**config.mk**
```make
export PLATFORM = sky130hd
export DESIGN_NAME = gradient_colormap_lerp_unit
export DESIGN_NICKNAME = d
export VERILOG_FILES = /design/src/hw/rtl/gcl_pkg.sv /design/src/hw/rtl/gcl_cfg_regs.sv /design/src/hw/rtl/gcl_idx_div.sv /design/src/hw/rtl/gcl_chan_mix.sv /design/src/hw/rtl/gcl_chan_div.sv /design/src/hw/rtl/gradient_colormap_lerp_unit.sv
export SDC_FILE = /design/constraint.sdc
export NUM_CORES = 2
export LEC_CHECK = 0
export ABC_AREA = 1
export BUFFER_PORTS_ARGS = -buffer_cell sky130_fd_sc_hd__buf_2
export CORE_MARGIN = 2
export CORE_UTILIZATION = 45
export CTS_BUF_LIST = sky130_fd_sc_hd__clkbuf_4 sky130_fd_sc_hd__clkbuf_8
export CTS_CLUSTER_SIZE = 24
export DETAILED_ROUTE_END_ITERATION = 16
export GPL_ROUTABILITY_DRIVEN = 0
export HOLD_SLACK_MARGIN = 0.06
export SYNTH_ARGS = -nofsm -noshare
export SYNTH_HDL_FRONTEND = slang
export SYNTH_SLANG_ARGS = --single-unit
```
**constraint.sdc**
```tcl
create_clock -name clk -period 25.1 [get_ports clk]
set_input_delay 1.255 -clock clk [delete_from_list [all_inputs] [get_ports clk]]
set_output_delay 1.255 -clock clk [all_outputs]
set_load 0.005 [all_outputs]
```
**src/hw/rtl/gcl_pkg.sv**
```systemverilog
package gcl_pkg;

	// Sizes of the stop table and of the gradient
	localparam int unsigned STOP_NUM = 6;
	localparam int unsigned MAX_RES  = 4096;
	localparam int unsigned CHAN_NUM = 4;
	localparam int unsigned CHAN_W   = 8;
	localparam int unsigned COLOR_W  = CHAN_NUM * CHAN_W;

	// Count holds STOP_NUM itself, index picks one of STOP_NUM stops
	localparam int unsigned CNT_W = $clog2(STOP_NUM + 1);
	localparam int unsigned IDX_W = $clog2(STOP_NUM);
	localparam int unsigned POS_W = 12;
	localparam int unsigned RES_W = 13;
	localparam int unsigned DEN_W = 12;
	// position * (stops - 1)
	localparam int unsigned SCL_W = DEN_W + IDX_W;
	// lo * (den - rem) + hi * rem stays below 2^20
	localparam int unsigned NUM_W = CHAN_W + DEN_W;

	// APB side
	localparam int unsigned CFG_AW = 5;
	localparam int unsigned CFG_DW = 32;

	localparam logic [STOP_NUM-1:0][COLOR_W-1:0] STOP_RESET = {
		32'h0000_0000, 32'h0000_0000, 32'h0000_0000,
		32'hFF00_00FF, 32'hFF00_FF00, 32'hFFFF_0000
	};
	localparam logic [CNT_W-1:0] CNT_RESET = CNT_W'(3);
	localparam logic [RES_W-1:0] RES_RESET = RES_W'(256);

	typedef enum logic [2:0] {
		REG_STOP0      = 3'd0,
		REG_STOP1      = 3'd1,
		REG_STOP2      = 3'd2,
		REG_STOP3      = 3'd3,
		REG_STOP4      = 3'd4,
		REG_STOP5      = 3'd5,
		REG_STOP_COUNT = 3'd6,
		REG_TABLE_RES  = 3'd7
	} reg_idx_t;

	// Live configuration seen by the datapath
	typedef struct packed {
		logic [STOP_NUM-1:0][COLOR_W-1:0] stop;
		logic [CNT_W-1:0]                 last;
		logic [DEN_W-1:0]                 den;
	} cfg_t;

	// Stop index division: partial remainder and quotient bits so far
	typedef struct packed {
		logic [SCL_W-1:0] rem;
		logic [IDX_W-1:0] quo;
		logic             clamped;
	} idx_t;

	// Channel division, channel 0 red, 1 green, 2 blue, 3 alpha
	typedef struct packed {
		logic [CHAN_NUM-1:0][NUM_W-1:0]  rem;
		logic [CHAN_NUM-1:0][CHAN_W-1:0] quo;
		logic                            clamped;
	} chan_t;

	// One restoring step of the stop index division
	function automatic idx_t idx_step(input idx_t x, input logic [DEN_W-1:0] den,
			input int unsigned b);
		idx_t             r;
		logic [SCL_W-1:0] d;
		logic             ge;
		r  = x;
		d  = {{(SCL_W-DEN_W){1'b0}}, den} << b;
		ge = (x.rem >= d);
		r.rem = ge ? (x.rem - d) : x.rem;
		r.quo = {x.quo[IDX_W-2:0], ge};
		return r;
	endfunction

	// One restoring step on all four channels
	function automatic chan_t chan_step(input chan_t x, input logic [DEN_W-1:0] den,
			input int unsigned b);
		chan_t            r;
		logic [NUM_W-1:0] d;
		logic             ge;
		r = x;
		d = {{(NUM_W-DEN_W){1'b0}}, den} << b;
		for (int c = 0; c < CHAN_NUM; c++) begin
			ge = (x.rem[c] >= d);
			r.rem[c] = ge ? (x.rem[c] - d) : x.rem[c];
			r.quo[c] = {x.quo[c][CHAN_W-2:0], ge};
		end
		return r;
	endfunction

endpackage

```
**src/hw/rtl/gcl_cfg_regs.sv**
```systemverilog
module gcl_cfg_regs (
	input  logic                       clk,
	input  logic                       arst_n,
	input  logic                       psel,
	input  logic                       penable,
	input  logic                       pwrite,
	input  logic [gcl_pkg::CFG_AW-1:0] paddr,
	input  logic [gcl_pkg::CFG_DW-1:0] pwdata,
	output logic [gcl_pkg::CFG_DW-1:0] prdata,
	output logic                       pready,
	output gcl_pkg::cfg_t              cfg
);
	import gcl_pkg::*;

	logic [STOP_NUM-1:0][COLOR_W-1:0] stop_q;
	logic [CNT_W-1:0]                 cnt_q;
	logic [RES_W-1:0]                 res_q;
	reg_idx_t                         ridx;
	logic                             wr_en;
	logic [CNT_W-1:0]                 cnt_w;
	logic [RES_W-1:0]                 res_w;

	assign pready = 1'b1;
	assign ridx   = reg_idx_t'(paddr[CFG_AW-1:2]);
	assign wr_en  = psel & penable & pwrite & pready;
	assign cnt_w  = pwdata[CNT_W-1:0];
	assign res_w  = pwdata[RES_W-1:0];

	// Register writes; small counts ignored, large ones saturate
	always_ff @(posedge clk or negedge arst_n) begin
		if (!arst_n) begin
			stop_q <= STOP_RESET;
			cnt_q  <= CNT_RESET;
			res_q  <= RES_RESET;
		end else if (wr_en) begin
			unique case (ridx)
				REG_STOP_COUNT: begin
					if (cnt_w >= CNT_W'(2))
						cnt_q <= (cnt_w > CNT_W'(STOP_NUM)) ? CNT_W'(STOP_NUM) : cnt_w;
				end
				REG_TABLE_RES: begin
					if (res_w >= RES_W'(2))
						res_q <= (res_w > RES_W'(MAX_RES)) ? RES_W'(MAX_RES) : res_w;
				end
				REG_STOP0, REG_STOP1, REG_STOP2, REG_STOP3, REG_STOP4, REG_STOP5: begin
					stop_q[ridx[IDX_W-1:0]] <= pwdata[COLOR_W-1:0];
				end
			endcase
		end
	end

	// Read back
	always_comb begin
		unique case (ridx)
			REG_STOP_COUNT: prdata = {{(CFG_DW-CNT_W){1'b0}}, cnt_q};
			REG_TABLE_RES:  prdata = {{(CFG_DW-RES_W){1'b0}}, res_q};
			REG_STOP0, REG_STOP1, REG_STOP2, REG_STOP3, REG_STOP4, REG_STOP5:
				prdata = stop_q[ridx[IDX_W-1:0]];
		endcase
	end

	assign cfg.stop = stop_q;
	assign cfg.last = cnt_q - CNT_W'(1);
	assign cfg.den  = DEN_W'(res_q - RES_W'(1));

`ifndef SYNTHESIS
	a_cnt_range: assert property (@(posedge clk) disable iff (!arst_n)
		cnt_q >= CNT_W'(2) && cnt_q <= CNT_W'(STOP_NUM))
		else $error("stop count out of range");
	a_res_range: assert property (@(posedge clk) disable iff (!arst_n)
		res_q >= RES_W'(2) && res_q <= RES_W'(MAX_RES))
		else $error("table resolution out of range");
`endif

endmodule

```
**src/hw/rtl/gcl_idx_div.sv**
```systemverilog
module gcl_idx_div (
	input  logic                      clk,
	input  logic                      arst_n,
	input  logic [gcl_pkg::DEN_W-1:0] den,
	input  logic [gcl_pkg::CNT_W-1:0] last,
	input  logic                      in_valid,
	output logic                      in_ready,
	input  gcl_pkg::idx_t             in_data,
	output logic                      out_valid,
	input  logic                      out_ready,
	output gcl_pkg::idx_t             out_data
);
	import gcl_pkg::*;

	idx_t idx_s2, idx_s3, idx_s4;
	logic vld_s2, vld_s3, vld_s4;
	logic adv_s2, adv_s3, adv_s4;

	// A stage moves when it is empty or its successor moves
	assign adv_s4   = !vld_s4 | out_ready;
	assign adv_s3   = !vld_s3 | adv_s4;
	assign adv_s2   = !vld_s2 | adv_s3;
	assign in_ready = adv_s2;

	always_ff @(posedge clk or negedge arst_n) begin
		if (!arst_n) begin
			vld_s2 <= 1'b0;
			vld_s3 <= 1'b0;
			vld_s4 <= 1'b0;
		end else begin
			if (adv_s2) vld_s2 <= in_valid;
			if (adv_s3) vld_s3 <= vld_s2;
			if (adv_s4) vld_s4 <= vld_s3;
		end
	end

	// One quotient bit per stage, most significant first
	always_ff @(posedge clk) begin
		if (adv_s2 && in_valid) idx_s2 <= idx_step(in_data, den, 2);
		if (adv_s3 && vld_s2)   idx_s3 <= idx_step(idx_s2, den, 1);
		if (adv_s4 && vld_s3)   idx_s4 <= idx_step(idx_s3, den, 0);
	end

	assign out_valid = vld_s4;
	assign out_data  = idx_s4;

`ifndef SYNTHESIS
	a_idx_result: assert property (@(posedge clk) disable iff (!arst_n)
		out_valid |-> ({1'b0, out_data.quo} <= {{(IDX_W+1-CNT_W){1'b0}}, last}
			&& out_data.rem < {{(SCL_W-DEN_W){1'b0}}, den}))
		else $error("stop index division result out of range");
`endif

endmodule

```
**src/hw/rtl/gcl_chan_mix.sv**
```systemverilog
module gcl_chan_mix (
	input  logic          clk,
	input  logic          arst_n,
	input  gcl_pkg::cfg_t cfg,
	input  logic          in_valid,
	output logic          in_ready,
	input  gcl_pkg::idx_t in_data,
	output logic          out_valid,
	input  logic          out_ready,
	output gcl_pkg::chan_t out_data
);
	import gcl_pkg::*;

	chan_t            mix_s5;
	logic             vld_s5;
	logic             adv_s5;
	logic [IDX_W-1:0] last_i;
	logic [IDX_W-1:0] lo_i;
	logic [IDX_W-1:0] hi_i;
	logic [DEN_W-1:0] rem_w;
	logic [DEN_W-1:0] inv_w;
	logic [COLOR_W-1:0] c_lo;
	logic [COLOR_W-1:0] c_hi;
	chan_t            nxt;

	assign adv_s5   = !vld_s5 | out_ready;
	assign in_ready = adv_s5;

	// Lower stop from the quotient, upper stop clamped to the last one
	always_comb begin
		last_i = IDX_W'(cfg.last);
		lo_i   = (in_data.quo > last_i) ? last_i : in_data.quo;
		hi_i   = (lo_i >= last_i) ? last_i : lo_i + IDX_W'(1);
		c_lo   = cfg.stop[lo_i];
		c_hi   = cfg.stop[hi_i];
		rem_w  = in_data.rem[DEN_W-1:0];
		inv_w  = cfg.den - rem_w;
	end

	// Weighted sums; channel order red, green, blue, alpha
	always_comb begin
		nxt.clamped = in_data.clamped;
		nxt.quo     = '0;
		nxt.rem[0] = NUM_W'(c_lo[23:16]) * NUM_W'(inv_w) + NUM_W'(c_hi[23:16]) * NUM_W'(rem_w);
		nxt.rem[1] = NUM_W'(c_lo[15:8])  * NUM_W'(inv_w) + NUM_W'(c_hi[15:8])  * NUM_W'(rem_w);
		nxt.rem[2] = NUM_W'(c_lo[7:0])   * NUM_W'(inv_w) + NUM_W'(c_hi[7:0])   * NUM_W'(rem_w);
		nxt.rem[3] = NUM_W'(c_lo[31:24]) * NUM_W'(inv_w) + NUM_W'(c_hi[31:24]) * NUM_W'(rem_w);
	end

	always_ff @(posedge clk or negedge arst_n) begin
		if (!arst_n)
			vld_s5 <= 1'b0;
		else if (adv_s5)
			vld_s5 <= in_valid;
	end

	always_ff @(posedge clk) begin
		if (adv_s5 && in_valid) mix_s5 <= nxt;
	end

	assign out_valid = vld_s5;
	assign out_data  = mix_s5;

endmodule

```
**src/hw/rtl/gcl_chan_div.sv**
```systemverilog
module gcl_chan_div (
	input  logic                      clk,
	input  logic                      arst_n,
	input  logic [gcl_pkg::DEN_W-1:0] den,
	input  logic                      in_valid,
	output logic                      in_ready,
	input  gcl_pkg::chan_t            in_data,
	output logic                      out_valid,
	input  logic                      out_ready,
	output gcl_pkg::chan_t            out_data
);
	import gcl_pkg::*;

	chan_t chn_s6, chn_s7, chn_s8, chn_s9;
	logic  vld_s6, vld_s7, vld_s8, vld_s9;
	logic  adv_s6, adv_s7, adv_s8, adv_s9;

	assign adv_s9   = !vld_s9 | out_ready;
	assign adv_s8   = !vld_s8 | adv_s9;
	assign adv_s7   = !vld_s7 | adv_s8;
	assign adv_s6   = !vld_s6 | adv_s7;
	assign in_ready = adv_s6;

	always_ff @(posedge clk or negedge arst_n) begin
		if (!arst_n) begin
			vld_s6 <= 1'b0;
			vld_s7 <= 1'b0;
			vld_s8 <= 1'b0;
			vld_s9 <= 1'b0;
		end else begin
			if (adv_s6) vld_s6 <= in_valid;
			if (adv_s7) vld_s7 <= vld_s6;
			if (adv_s8) vld_s8 <= vld_s7;
			if (adv_s9) vld_s9 <= vld_s8;
		end
	end

	// Two quotient bits per stage; the last stage is the output register
	always_ff @(posedge clk) begin
		if (adv_s6 && in_valid) chn_s6 <= chan_step(chan_step(in_data, den, 7), den, 6);
		if (adv_s7 && vld_s6)   chn_s7 <= chan_step(chan_step(chn_s6, den, 5), den, 4);
		if (adv_s8 && vld_s7)   chn_s8 <= chan_step(chan_step(chn_s7, den, 3), den, 2);
		if (adv_s9 && vld_s8)   chn_s9 <= chan_step(chan_step(chn_s8, den, 1), den, 0);
	end

	assign out_valid = vld_s9;
	assign out_data  = chn_s9;

`ifndef SYNTHESIS
	a_chan_rem: assert property (@(posedge clk) disable iff (!arst_n)
		out_valid |-> (out_data.rem[0] < NUM_W'(den) && out_data.rem[1] < NUM_W'(den)
			&& out_data.rem[2] < NUM_W'(den) && out_data.rem[3] < NUM_W'(den)))
		else $error("channel division left remainder not below divisor");
`endif

endmodule

```
**src/hw/rtl/gradient_colormap_lerp_unit.sv**
```systemverilog
// Gradient color lookup with linear interpolation between 2 to 6 color stops.
// Input stream (s_*): one transaction per gradient position, position in
// s_tdata[11:0]. Output stream (m_*): one transaction per position, RGBA in
// m_tdata, m_tuser[0] set when the position was at or past the table
// resolution and was saturated to the last entry.
// APB port: registers 0..5 are the stop colors (alpha, red, green, blue from
// the top byte down), 6 the stop count, 7 the table resolution. Write it only
// while no transaction is in flight.
// From input acceptance to m_tvalid there is one stage for the position clamp
// and scaling, three for the stop index division (one quotient bit each), one
// for the stop select and weighting multipliers, four for the channel division
// (two quotient bits each). One position is taken every cycle while s_tready
// is high. Reset loads red, green and blue stops, a count of 3 and 256 entries,
// and empties the pipeline. When m_tready is low the output is held; stages
// behind it keep filling empty slots, and s_tready drops once no slot is free.
module gradient_colormap_lerp_unit (
	input  logic                       clk,
	input  logic                       arst_n,
	input  logic                       psel,
	input  logic                       penable,
	input  logic                       pwrite,
	input  logic [gcl_pkg::CFG_AW-1:0] paddr,
	input  logic [gcl_pkg::CFG_DW-1:0] pwdata,
	output logic [gcl_pkg::CFG_DW-1:0] prdata,
	output logic                       pready,
	input  logic                       s_tvalid,
	output logic                       s_tready,
	input  logic [15:0]                s_tdata,  // [11:0] position
	output logic                       m_tvalid,
	input  logic                       m_tready,
	output logic [31:0]                m_tdata,  // red, green, blue, alpha
	output logic [0:0]                 m_tuser   // position_clamped
);
	import gcl_pkg::*;

	cfg_t             cfg;
	idx_t             idx_s1;
	logic             vld_s1;
	logic             adv_s1;
	idx_t             nxt_s1;
	logic [POS_W-1:0] pos;
	logic [POS_W-1:0] pos_c;
	logic             div_rdy;
	logic             div_vld;
	idx_t             div_out;
	logic             mix_rdy;
	logic             mix_vld;
	chan_t            mix_out;
	logic             chn_rdy;
	chan_t            chn_out;

	gcl_cfg_regs u_cfg (
		.clk     (clk),
		.arst_n  (arst_n),
		.psel    (psel),
		.penable (penable),
		.pwrite  (pwrite),
		.paddr   (paddr),
		.pwdata  (pwdata),
		.prdata  (prdata),
		.pready  (pready),
		.cfg     (cfg)
	);

	// Stage 1: saturate position, scale by stop spans
	assign pos    = s_tdata[POS_W-1:0];
	assign adv_s1 = !vld_s1 | div_rdy;
	assign s_tready = adv_s1;

	always_comb begin
		nxt_s1.clamped = (pos > cfg.den);
		pos_c          = nxt_s1.clamped ? cfg.den : pos;
		nxt_s1.rem     = SCL_W'(pos_c) * SCL_W'(cfg.last);
		nxt_s1.quo     = '0;
	end

	always_ff @(posedge clk or negedge arst_n) begin
		if (!arst_n)
			vld_s1 <= 1'b0;
		else if (adv_s1)
			vld_s1 <= s_tvalid;
	end

	always_ff @(posedge clk) begin
		if (adv_s1 && s_tvalid) idx_s1 <= nxt_s1;
	end

	gcl_idx_div u_idx_div (
		.clk       (clk),
		.arst_n    (arst_n),
		.den       (cfg.den),
		.last      (cfg.last),
		.in_valid  (vld_s1),
		.in_ready  (div_rdy),
		.in_data   (idx_s1),
		.out_valid (div_vld),
		.out_ready (mix_rdy),
		.out_data  (div_out)
	);

	gcl_chan_mix u_mix (
		.clk       (clk),
		.arst_n    (arst_n),
		.cfg       (cfg),
		.in_valid  (div_vld),
		.in_ready  (mix_rdy),
		.in_data   (div_out),
		.out_valid (mix_vld),
		.out_ready (chn_rdy),
		.out_data  (mix_out)
	);

	gcl_chan_div u_chan_div (
		.clk       (clk),
		.arst_n    (arst_n),
		.den       (cfg.den),
		.in_valid  (mix_vld),
		.in_ready  (chn_rdy),
		.in_data   (mix_out),
		.out_valid (m_tvalid),
		.out_ready (m_tready),
		.out_data  (chn_out)
	);

	assign m_tdata = chn_out.quo;
	assign m_tuser = chn_out.clamped;

`ifndef SYNTHESIS
	a_empty_out_takes_input: assert property (@(posedge clk) disable iff (!arst_n)
		!m_tvalid |-> s_tready)
		else $error("input stalled while output register empty");
`endif

endmodule
```
# Word level (Yosys, flattened, before mapping)
# Cells that the tools add are included.
# classes
add_sub_neg	39
mul	9
magnitude_cmp	46
n_eq_ne	7
mux	46
bitwise_logic	11
n_reduce_logical	24
# ops
cell	n
$mux W20	28
$bmux W32 S3	3
$bwmux W192	1
$mul A8 B12 Y20	8
$mux W32	4
$demux W32 S3	1
$pmux W32 S3	1
$add A20 B20 Y20	4
$ge A20 B12 Y1	4
$ge A20 B13 Y1	4
$ge A20 B14 Y1	4
$ge A20 B15 Y1	4
$ge A20 B16 Y1	4
$ge A20 B17 Y1	4
$ge A20 B18 Y1	4
$ge A20 B19 Y1	4
$sub A20 B13 Y20	4
$sub A20 B14 Y20	4
$sub A20 B15 Y20	4
$sub A20 B16 Y20	4
$sub A20 B17 Y20	4
$sub A20 B18 Y20	4
$sub A20 B19 Y20	4
$mux W15	2
33 further kinds	70
# totals
reg_bits	689
input_bits	60
out_inout_bits	68
elab_cells	247

# Depth between registers and ports, before layout
# logic_depth
word_depth	11
depth_mapped	47

# By module
# From an unflattened synthesis, not the netlist that was laid out.
# unflattened
hier_cells	11632
hier_area_um2	89654.7
# by_module_without_submodules
mod	instances	cells_per_inst	area_per_inst_um2	seq_area_each_um2
gcl_chan_div	1	5390	40027.1	12231.7
gcl_chan_mix	1	4069	32735.1	2457.4
gcl_cfg_regs	1	1156	9715.6	5268.8
gcl_idx_div	1	725	5022.3	1696.6
gradient_colormap_lerp_unit	1	292	2154.6	505.5

# Least setup slack after synthesis
# OpenSTA, ideal clock, no wires.
# synth_timing
path_type	reg-to-reg
start	register u_cfg.res_q[0]
end	register u_mix.mix_s5, in the netlist u_mix.out_data[88], data pin
setup_time_ns	0.259
arrival_time_ns	9.511
t_required_ns	24.841
setup_slack_ns	15.330
stages_incl_launch_ff	29
path_buffers	1
cell_sequence	dfrtp_1 > inv_1 > ha_1 > inv_1 > ha_1 > a21o_1 > a31oi_1 > inv_1 > a21oi_1 > o21ai_0 > xor2_1 > clkinv_1 > clkbuf_1 > nand3_1 > fa_1 > fa_1 > inv_1 > fa_1 > fa_1 > fa_1 > fa_1 > ha_1 > a21o_1 > a21oi_1 > o21ai_0 > a21boi_0 > nand3b_1 > nand2_1 > xor2_1
# synth_lines
item	line_no	text
from (decl)	gcl_cfg_regs.sv:17	logic [RES_W-1:0] res_q;
from (signal assigned)	gcl_cfg_regs.sv:43	res_q <= (res_w > RES_W'(MAX_RES)) ? RES_W'(MAX_RES) : res_w;
to (signal assigned)	gcl_chan_mix.sv:58	if (adv_s5 && in_valid) mix_s5 <= nxt;
to (decl)	gcl_chan_mix.sv:14	chan_t mix_s5;

==> impl_metrics.env <==
export IMPL_status="complete, no violations"
export IMPL_synth_most_common_cell="nand2_1"
export IMPL_drt_wirelength_per_cell_um=20.03
export IMPL_wl_met1_um=112700
export IMPL_start_util=0.4539
export IMPL_skew_ns=0.07094
export IMPL_fin_crit_ns=12.04
export IMPL_routed_wl_um=269100
export IMPL_cts_num_sinks=689
export IMPL_crit_path_end_kind="flop"
export IMPL_crit_top_cell="inv_1"
export IMPL_core_um2=181300
export IMPL_fmax_mhz=83.07
export IMPL_cts_buffer_depth=3
export IMPL_cts_tree="yes"
export IMPL_viasPerCell=5.559
export IMPL_drv_slew=0
export IMPL_synth_area_top_cells="edfxtp_1 (17%), fa_1 (16%), nand2_1 (11%)"
export IMPL_yosysSeqAreaShare=0.2390
export IMPL_grt_total_usage=0.2887
export IMPL_numPortBuffers=120
export IMPL_wl_met2_um=118600
export IMPL_synth_compound_area_frac=0.09834
export IMPL_ctsResizeCount=0
export IMPL_fillerInstances=17740
export IMPL_worst_pin_slew_ns=1.195
export IMPL_wl_met3_um=24100
export IMPL_min_path_type="input port to async pin"
export IMPL_cp_start_kind="flop"
export IMPL_max_cap_viol_count=0
export IMPL_pin_count=128
export IMPL_cts_setup_buffers=0
export IMPL_drc=0
export IMPL_crit_arrival_ns=12.72
export IMPL_synth_top_family_by_area="adder cells"
export IMPL_synth_area_um2=82310
export IMPL_synth_xor_area_frac=0.04180
export IMPL_numCtsBuffers=139
export IMPL_critPathKind="flop to flop"
export IMPL_rsz0062_at_grt="no"
export IMPL_drive_gt1_frac=0.06530
export IMPL_syn2layout_area_growth_pct=7.832
export IMPL_setup_viol=0
export IMPL_antenna_found_initial=11
export IMPL_post_synth_top_area_cell="edfxtp_1"
export IMPL_final_util=0.4895
export IMPL_async_reset_ff_frac=0.3149
export IMPL_hold_viol_final=0
export IMPL_avgSynthCellArea_um2=7.581
export IMPL_cts_hold_fix_buffers=0
export IMPL_final_antenna_net_count=0
export IMPL_synth_warnings=0
export IMPL_fin_crit_sh=0.4796
export IMPL_crit_fanout=88
export IMPL_synthCells=10860
export IMPL_rows=156
export IMPL_drt_iter0_drc=6626
export IMPL_fp_dieH_um=431.7
export IMPL_fin_setup_tns_ns=0
export IMPL_die_area_um2=186300
export IMPL_synth_ff_type="edfxtp_1"
export IMPL_die_w_um=431.7
export IMPL_synthMuxAreaShare=0.0004104
export IMPL_grt_overflow_total=0
export IMPL_cp_data_required_time_ns=25.78
export IMPL_top_layer="met5"
export IMPL_grt_max_degree=108
export IMPL_synth_fa_ha_area_frac=0.2695
export IMPL_layout_nets=12390
export IMPL_synth_top_area_frac=0.1722
export IMPL_clk_pin_slew_ns=0.06
export IMPL_drt_pass1_iterations=7
export IMPL_synthSimpleGateAreaFrac=0.2499
export IMPL_vias=74680
export IMPL_slowest_delay_ns=0.90
export IMPL_clkLatencyLatePin_ns=0.97
export IMPL_relSlewSlack=0.2035
export IMPL_multiInputGateArea_um2=54590
export IMPL_seq_area_um2=19670
export IMPL_synth_common_cells="nand2_1 (2470), inv_1 (1855), nand3_1 (1067)"
export IMPL_grt_pass1_wl_um=416900
export IMPL_dp_hpwl_um=202300
export IMPL_synth_seq_cells=689
export IMPL_ys_types=64
export IMPL_slowest_stage="buf_4"
export IMPL_syn_nets=12300
export IMPL_grt_pass1_vias=72920
export IMPL_cts_root_buf="clkbuf_8"
export IMPL_synth_enable_flop_cells=472
export IMPL_cts_htree_levels=4
-- flip-flops by register name, summed over array words and instances, names as in the netlist, 3 cells and up --
register / count
idx_s1: 16
u_cfg.cfg: 192
u_cfg.cnt_q: 3
u_cfg.res_q: 13
u_chan_div.chn_s6: 89
u_chan_div.chn_s7: 97
u_chan_div.chn_s8: 105
u_chan_div.out_data: 33
u_idx_div.idx_s2: 17
u_idx_div.idx_s3: 18
u_idx_div.out_data: 16
u_mix.out_data: 81
-- metal layers --
| metal | global-route usage | vias up |
|---|---|---|
| met2 | 0.4555 | 3257 |
| met4 | 0.1346 | 2 |
| met5 | 0 | - |
| met1 | 0.3810 | 35260 |
| li1 | - | 35510 |
| met3 | 0.05795 | 658 |
-- cells by family (layout without fill, tap and decap cells) --
kind of cell,Yosys count,count (layout)
xor gates and xnor gates,392,392
buffers and inverters,2154,2354
and+or+nand+nor,4816,4816
other,1,8
adders and majority gates,1382,1382
muxes,3,3
AOI/OAI and AO/OA,1420,1420
DFF,689,689
-- final timing paths --
path | from | end | slack (ns) | depth (start not counted)
setup / recovery | u_cfg.cnt_q[0]$_DFFE_PN1P_ | u_mix.out_data[52]$_DFFE_PP_ | 13.06 | 39
hold / removal | arst_n | u_cfg.cfg[117]$_DFFE_PN0P_ | 0.37 | 1
setup reg to reg | u_cfg.cnt_q[0]$_DFFE_PN1P_ | u_mix.out_data[52]$_DFFE_PP_ | 13.06 | 39
hold reg to reg | u_chan_div.chn_s8[10]$_DFFE_PP_ | u_chan_div.out_data[12]$_DFFE_PP_ | 0.40 | 0
max in group asynchronous | arst_n | u_cfg.cfg[138]$_DFFE_PN0P_ | 23.24 | 2
min in group clk | u_chan_div.chn_s8[10]$_DFFE_PP_ | u_chan_div.out_data[12]$_DFFE_PP_ | 0.40 | 0
-- through the flow --
stage | area, um2 | hold slack (ns) | worst slack, ns | instances
after detailed placement | 85760 | 0.4045 | 13.34 | 13180
final | 88750 | 0.3698 | 13.06 | 13430
after global routing | 88750 | 0.3695 | 12.48 | 13430
after global placement | 85760 | 0.4011 | 13.47 | 13180
after CTS | 88740 | 0.3173 | 13.31 | 13430
after floorplan | 82310 | 0.4003 | 15.33 | 10860
-- layout make-up --
class,count,share of cell area
multi-input combinational,8014,0.6151
clock inverter,65,0.007683
timing repair buffer,232,0.01678
clock buffer,183,0.02584
tap,2370,0.03341
sequential,689,0.2216
antenna,7,0.0001974
inverter,1874,0.07936
-- cell usage in the layout, fill, tap and decap left out, types with 11 or more instances in the layout --
cell	n
nand2_1	2468
inv_1	1850
nand3_1	1067
nor2_1	855
ha_1	730
fa_1	651
o21ai_0	583
edfxtp_1	472
a21oi_1	449
xor2_1	207
xnor2_1	173
dfrtp_1	166
nand4_1	150
clkbuf_8	147
buf_2	119
buf_4	109
o211ai_1	76
nor3_1	73
o22ai_1	58
nand2_2	57
dfstp_2	51
or2_2	40
nand3_2	37
clkbuf_4	36
a21o_1	33
o221ai_1	32
a31oi_1	29
o21bai_1	29
clkinv_1	27
a21boi_0	22
clkinv_2	19
o21ai_2	18
a221oi_1	18
a211oi_1	17
nand3b_1	17
o21ai_1	13
nor4_1	11
-- worst max-delay path: cells and delay by family, from the launching register on --
| family | cells | cell delay, ns |
|---|---|---|
| flip-flops | 1 | 0.59 |
| adder cells (fa/ha/maj) | 10 | 4.40 |
| buffers and inverters | 11 | 2.09 |
| XOR/XNOR | 2 | 0.21 |
| AO/OA/AOI/OAI | 4 | 1.25 |
| AND/OR/NAND/NOR | 12 | 3.12 |
Power is left out: the tool's default activity adds up to more than one toggle a clock period on the data nets, which glitch-free logic cannot reach.
